File: config.mk
export PLATFORM = sky130hd
export DESIGN_NAME = modular_exponentiation_core
export DESIGN_NICKNAME = d
export VERILOG_FILES = /design/src/design/mexp_pkg.sv /design/src/design/modular_exponentiation_core.sv /design/src/design/mexp_mulmod.sv
export SDC_FILE = /design/constraint.sdc
export NUM_CORES = 2
export LEC_CHECK = 0
export ABC_AREA = 1
export BUFFER_PORTS_ARGS = -buffer_cell sky130_fd_sc_hd__buf_4
export CORE_MARGIN = 3
export CORE_UTILIZATION = 50
export DETAILED_ROUTE_END_ITERATION = 6
export PLACE_DENSITY = 0.67
export SYNTH_ARGS = -nofsm -noshare
export SYNTH_HDL_FRONTEND = slang
export SYNTH_SLANG_ARGS = --single-unit
File: constraint.sdc
create_clock -name clk -period 6.6 [get_ports clk]
set_clock_uncertainty 0.1 [all_clocks]
set_input_delay 0.33 -clock clk [delete_from_list [all_inputs] [get_ports clk]]
set_output_delay 0.33 -clock clk [all_outputs]
set_load 0.005 [all_outputs]
File: src/design/mexp_pkg.sv
`default_nettype none

package mexp_pkg;

  // Width of the external words; the operand width may be narrower.
  localparam int FIELD_BITS = 63;
  localparam int OPERAND_BITS_DEFAULT = 63;

  // Configuration register indexes.
  localparam int CFG_INDEX_BITS = 2;
  localparam logic [CFG_INDEX_BITS-1:0] REG_EXPONENT = 2'd0;
  localparam logic [CFG_INDEX_BITS-1:0] REG_MODULUS = 2'd1;

  // Status of the shared modular multiplier as seen by the sequencer.
  typedef struct packed {
    logic busy;
    logic done;
  } mm_status_t;

endpackage

`default_nettype wire

File: src/design/modular_exponentiation_core.sv
// With a zero modulus or a zero exponent the core goes from S_IDLE straight to S_DONE, with no
// multiplier pass. Otherwise the bit-serial modular multiplier (W = OPERAND_BITS) makes one pass
// to reduce the base, then each exponent bit costs a pass for the multiply when set and a pass
// for the squaring unless no higher bit remains. in_stall is high from acceptance until the
// result is registered. Reset (synchronous, rst high) sets exponent to 0, modulus to 1 and
// empties the output.
`default_nettype none

module modular_exponentiation_core import mexp_pkg::*; #(
  parameter int OPERAND_BITS = OPERAND_BITS_DEFAULT
) (
  input  wire logic                      clk,
  input  wire logic                      rst,
  input  wire logic                      cfg_write,
  input  wire logic [CFG_INDEX_BITS-1:0] cfg_index,
  input  wire logic [FIELD_BITS-1:0]     cfg_data,
  input  wire logic                      in_valid,
  output logic                           in_stall,
  input  wire logic [FIELD_BITS-1:0]     base,
  output logic                           out_valid,
  input  wire logic                      out_stall,
  output logic [FIELD_BITS-1:0]          power,
  output logic                           bad_modulus
);

  localparam int W = OPERAND_BITS;

  localparam logic [2:0] S_IDLE = 3'd0;
  localparam logic [2:0] S_RED  = 3'd1;
  localparam logic [2:0] S_MUL  = 3'd2;
  localparam logic [2:0] S_SQR  = 3'd3;
  localparam logic [2:0] S_DONE = 3'd4;

  logic [2:0]   state;
  logic [2:0]   state_next;
  logic [W-1:0] exponent;
  logic [W-1:0] modulus;
  logic [W-1:0] e_work;
  logic [W-1:0] e_work_next;
  logic [W-1:0] sq;
  logic [W-1:0] sq_next;
  logic [W-1:0] prod;
  logic [W-1:0] prod_next;
  logic         bad;
  logic         bad_next;
  logic [W-1:0] power_reg;
  logic         out_load;

  logic         mm_start;
  logic [W-1:0] mm_x;
  logic [W-1:0] mm_y;
  logic [W-1:0] mm_result;
  mm_status_t   mm_stat;

  mexp_mulmod #(.W(W)) u_mulmod (
    .clk    (clk),
    .rst    (rst),
    .start  (mm_start),
    .x      (mm_x),
    .y      (mm_y),
    .m      (modulus),
    .result (mm_result),
    .status (mm_stat)
  );

  always_ff @(posedge clk) begin
    if (rst) begin
      exponent <= '0;
      modulus <= W'(1);
    end else if (cfg_write) begin
      if (cfg_index == REG_EXPONENT) begin
        exponent <= cfg_data[W-1:0];
      end else if (cfg_index == REG_MODULUS) begin
        modulus <= cfg_data[W-1:0];
      end
    end
  end

  assign in_stall = (state != S_IDLE);
  assign out_load = (state == S_DONE) && (!out_valid || !out_stall);

  always_comb begin
    state_next = state;
    e_work_next = e_work;
    sq_next = sq;
    prod_next = prod;
    bad_next = bad;
    mm_start = 1'b0;
    mm_x = sq;
    mm_y = sq;
    case (state)
      S_IDLE: begin
        if (in_valid) begin
          if (modulus == '0) begin
            prod_next = '0;
            bad_next = 1'b1;
            state_next = S_DONE;
          end else if (exponent == '0) begin
            prod_next = W'(1);
            bad_next = 1'b0;
            state_next = S_DONE;
          end else begin
            // Reduce the base as 1 * base mod m on the shared multiplier.
            bad_next = 1'b0;
            e_work_next = exponent;
            prod_next = (modulus == W'(1)) ? '0 : W'(1);
            mm_start = 1'b1;
            mm_x = W'(1);
            mm_y = base[W-1:0];
            state_next = S_RED;
          end
        end
      end
      S_RED: begin
        if (mm_stat.done) begin
          sq_next = mm_result;
          mm_start = 1'b1;
          mm_y = mm_result;
          if (e_work[0]) begin
            mm_x = prod;
            state_next = S_MUL;
          end else begin
            mm_x = mm_result;
            state_next = S_SQR;
          end
        end
      end
      S_MUL: begin
        if (mm_stat.done) begin
          prod_next = mm_result;
          if (e_work[W-1:1] == '0) begin
            state_next = S_DONE;
          end else begin
            mm_start = 1'b1;
            state_next = S_SQR;
          end
        end
      end
      S_SQR: begin
        if (mm_stat.done) begin
          sq_next = mm_result;
          e_work_next = e_work >> 1;
          mm_start = 1'b1;
          mm_y = mm_result;
          if (e_work[1]) begin
            mm_x = prod;
            state_next = S_MUL;
          end else begin
            mm_x = mm_result;
            state_next = S_SQR;
          end
        end
      end
      S_DONE: begin
        if (out_load) begin
          state_next = S_IDLE;
        end
      end
      default: begin
        state_next = S_IDLE;
      end
    endcase
  end

  always_ff @(posedge clk) begin
    if (rst) begin
      state <= S_IDLE;
    end else begin
      state <= state_next;
    end
  end

  always_ff @(posedge clk) begin
    e_work <= e_work_next;
    sq <= sq_next;
    prod <= prod_next;
    bad <= bad_next;
  end

  // The output word is held until taken; a finished result waits in S_DONE.
  always_ff @(posedge clk) begin
    if (rst) begin
      out_valid <= 1'b0;
    end else if (out_load) begin
      out_valid <= 1'b1;
    end else if (!out_stall) begin
      out_valid <= 1'b0;
    end
  end

  always_ff @(posedge clk) begin
    if (out_load) begin
      power_reg <= prod;
      bad_modulus <= bad;
    end
  end

  assign power = FIELD_BITS'(power_reg);

  a_start_idle_unit: assert property (@(posedge clk) disable iff (rst)
    mm_start |-> !mm_stat.busy)
    else $error("multiplier started while busy");

  a_done_in_run: assert property (@(posedge clk) disable iff (rst)
    mm_stat.done |-> (state == S_RED || state == S_MUL || state == S_SQR))
    else $error("multiplier finished outside a run");

  a_bad_zero: assert property (@(posedge clk) disable iff (rst)
    out_valid && bad_modulus |-> power == '0)
    else $error("error word carries a nonzero power");

  a_busy_after_accept: assert property (@(posedge clk) disable iff (rst)
    in_valid && !in_stall |=> in_stall)
    else $error("input taken again without processing");

  a_run_needs_modulus: assert property (@(posedge clk) disable iff (rst)
    mm_stat.busy |-> modulus != '0)
    else $error("multiplier running with zero modulus");

endmodule

`default_nettype wire

File: src/design/mexp_mulmod.sv
`default_nettype none

// Bit-serial modular multiplier: one multiplier bit per cycle, MSB first.
// Each step forms 2*acc + bit*x, which stays below 3*m, and removes 2*m, m or nothing.
module mexp_mulmod import mexp_pkg::*; #(
  parameter int W = OPERAND_BITS_DEFAULT
) (
  input  wire logic         clk,
  input  wire logic         rst,
  input  wire logic         start,
  input  wire logic [W-1:0] x,
  input  wire logic [W-1:0] y,
  input  wire logic [W-1:0] m,
  output logic [W-1:0]      result,
  output mm_status_t        status
);

  localparam int CW = $clog2(W + 1);

  logic [W-1:0]  acc;
  logic [W-1:0]  acc_next;
  logic [W-1:0]  xr;
  logic [W-1:0]  yr;
  logic [W-1:0]  mr;
  logic [CW-1:0] cnt;
  logic          done;

  logic [W+1:0] t;
  logic [W+1:0] m1;
  logic [W+1:0] m2;

  always_comb begin
    t = {1'b0, acc, 1'b0} + (yr[W-1] ? {2'b00, xr} : '0);
    m1 = {2'b00, mr};
    m2 = {1'b0, mr, 1'b0};
    if (t >= m2) begin
      acc_next = W'(t - m2);
    end else if (t >= m1) begin
      acc_next = W'(t - m1);
    end else begin
      acc_next = W'(t);
    end
  end

  always_ff @(posedge clk) begin
    if (start) begin
      acc <= '0;
      xr <= x;
      yr <= y;
      mr <= m;
    end else if (cnt != '0) begin
      acc <= acc_next;
      yr <= yr << 1;
    end
  end

  always_ff @(posedge clk) begin
    if (rst) begin
      cnt <= '0;
      done <= 1'b0;
    end else begin
      done <= 1'b0;
      if (start) begin
        cnt <= CW'(W);
      end else if (cnt != '0) begin
        cnt <= cnt - CW'(1);
        if (cnt == CW'(1)) begin
          done <= 1'b1;
        end
      end
    end
  end

  assign result = acc;
  assign status.busy = (cnt != '0);
  assign status.done = done;

endmodule

`default_nettype wire

==> flow_metrics.tcl <==
set metrics [dict create \
    clock_path_buffers 3 \
    period_share_pct 96.8 \
    synth-edff-count 443 \
    synth_cell_types 53 \
    pin_count 199 \
    r2r_setup_slack_ns 0.21 \
    grt_pass1_vias 40700 \
    worstSetupStartpointType "flop" \
    layout-drive-gt1-share_pct 7.45 \
    regToRegEndpoint "u_mulmod.result[61]" \
    fillers 7938 \
    cp_num_cells 36 \
    drt_wl_total_um 173000 \
    yosys.area.top_type "edfxtp_1" \
    synthTopCellsByArea "edfxtp_1 31%, nand2_1 14%, dfxtp_1 9.3%, inv_1 7.2%, nor2_1 6.1%" \
    critical_path_buf_inv_count 6 \
    vias 43600 \
    synthArstFlopShare_pct 0 \
    whs_path_depth 3 \
    grt_max_degree 149 \
    hold_viol_final 0 \
    nets 6633 \
    crit_top_cell "nand2_1" \
    syn_avg_cell_area_um2 7.15 \
    yosysWarnings 0 \
    maxSlewHeadroom_pct 23.6 \
    setup_viol 0 \
    crit_path_start "u_mulmod.yr[62]" \
    outcome "complete, no violations" \
    hold_start "base[10]" \
    portBuffers 198 \
    vias_per_cell 5.82 \
    core-area_um2 84400 \
    use_met3_pct 7.27 \
    clk_pin_slew_ns 0.06 \
    hp-class "in -> reg" \
    gp_congestion 1.08 \
    clock.fmax_ghz 0.156 \
    rows 106 \
    fin_crit_ns 6.39 \
    cts_setup_buffers 0 \
    critical_path_class "reg -> reg" \
    crit_slowest_cell "edfxtp_1" \
    cp_data_required_time_ns 7.08 \
    slew_viol_final 0 \
    chipHeight_um 299 \
    reg2reg_from "u_mulmod.yr[62]" \
    use_met1_pct 52.6 \
    cp_slowest_stage_delay_ns 0.41 \
    place_hpwl_um 136000 \
    syn-num-nets 6334 \
    rsz0062_at_grt "no" \
    cts_buffers 73 \
    grt-ovfl-total 0 \
    path_max_fanout 63 \
    tns_ns 0 \
    htree_levels 3 \
    final_cell_mix "1598 x nand2_1, 822 x inv_1, 695 x nor2_1, 462 x a21oi_1, 443 x edfxtp_1" \
    antenna_found_initial 2 \
    seq_area_frac_synth_pct 40.3 \
    dr.pass1.iters 6 \
    grt_pass1_wl_um 255000 \
    postRouteAntennaNets 0 \
    track_usage_pct 37.7 \
    netlist_area_um2 42900 \
    cap_violations 0 \
    die_w_um 299 \
    register_area_um2 17300 \
    synth_top_area_share_pct 31.0 \
    area_growth_pct 15.5 \
    drc 0 \
    reg2regPathDepth 36 \
    start_util_pct 50.9 \
    root_buffer "clkbuf_16" \
    clk_latency_ns 0.67 \
    die_area_um2 89400 \
    wl_per_cell_um 23.1 \
    clock-sinks 643 \
    grt-busiest-layer "met2" \
    endpoint_kind "flop" \
    multiInputGateArea_um2 21700 \
    cp_data_arrival_time_ns 6.87 \
    cts_tree "done" \
    critPathTopFamily "simple AND/OR/NAND/NOR gates" \
    drt_iter0_drc 5201 \
    ys.flop_type "edfxtp_1" \
    tightest_slew_ns 1.14 \
    diodes 0 \
    final_common_cell "nand2_1" \
    hold_end "u_mulmod.yr[10]" \
    ys_ff_latch 643 \
    synthCells 6008 \
    met2_usage_pct 58.0 \
]
## metrics by stage
stage	cell area, um^2	util, %	setup WS (ns)	cells	hold slack (ns)
after floorplan	42900	-	0.893	6008	0.300
after global placement	45900	54.5	0.290	7243	0.314
after detailed placement	45900	54.5	0.449	7243	0.314
after CTS	49600	58.8	0.395	7500	0.000788
after global routing	49600	58.8	0.0175	7500	0.000556
final	49600	58.8	0.210	7500	0.0211
## worst max-delay path by stage
| stage | slack (ns) | to |
|---|---|---|
| after CTS | 0.40 | u_mulmod.result[61] |
| after detailed placement | 0.45 | u_mulmod.result[61] |
| after global routing | 0.02 | u_mulmod.result[61] |
| final | 0.21 | u_mulmod.result[61] |
| after global placement | 0.29 | u_mulmod.result[61] |
| after floorplan | 0.89 | u_mulmod.yr[44] |
## cell usage after synthesis (all sizes together) (43+ instances only)
cell type,count
ha,190
nor2,701
nand2,1608
o21bai,47
nand3,349
o211ai,54
a21oi,466
inv,846
nor4,45
a31oi,43
clkbuf,164
xnor2,51
nand4,55
xor2,72
o21ai,410
dfxtp,200
nor3,53
edfxtp,443
## cells by family after synthesis
kind of cell	Yosys count	synth area share, %
AO/OA/AOI/OAI	1125	14.7
XOR/XNOR	123	2.51
adder cells (fa/ha/maj)	193	5.68
buffers and inverters	1050	9.38
flip-flops	643	40.3
AND/OR/NAND/NOR	2874	27.5
## repair_timing
| item | 4_1_cts | 5_1_grt |
|---|---|---|
| hold buffers | 123 | 0 |
| setup endpoints to repair | 0 | 47 |
| endpoints found under the hold margin | 196 | 0 |
| gates resized for setup | 0 | 4 |
## routing by layer
layer | vias up | wire length, um
met3 | 352 | 17100
met4 | 2 | 7770
met2 | 2304 | 75700
met1 | 20500 | 72800
li1 | 20500 | -
met5 | - | 13
## area by class of cell
cell class	instances	share of cell area (%)
multi-input combinational	4315	43.8
sequential	643	34.9
timing repair buffer	424	7.17
inverter	850	6.44
clock buffer	98	3.94
tap	1134	2.86
clock inverter	36	0.886
## worst reg2reg max path, delay by kind of cell (launching register included)
kind | cells | cell delay [ns]
AO/OA/AOI/OAI | 3 | 0.56
adder cells (fa/ha/maj) | 3 | 1.00
AND/OR/NAND/NOR | 24 | 3.39
buffers and inverters | 6 | 0.87
flip-flops | 1 | 0.41
Power is not shown: default switching activity piles up to over one toggle a cycle in this logic, so the estimate is an artifact.
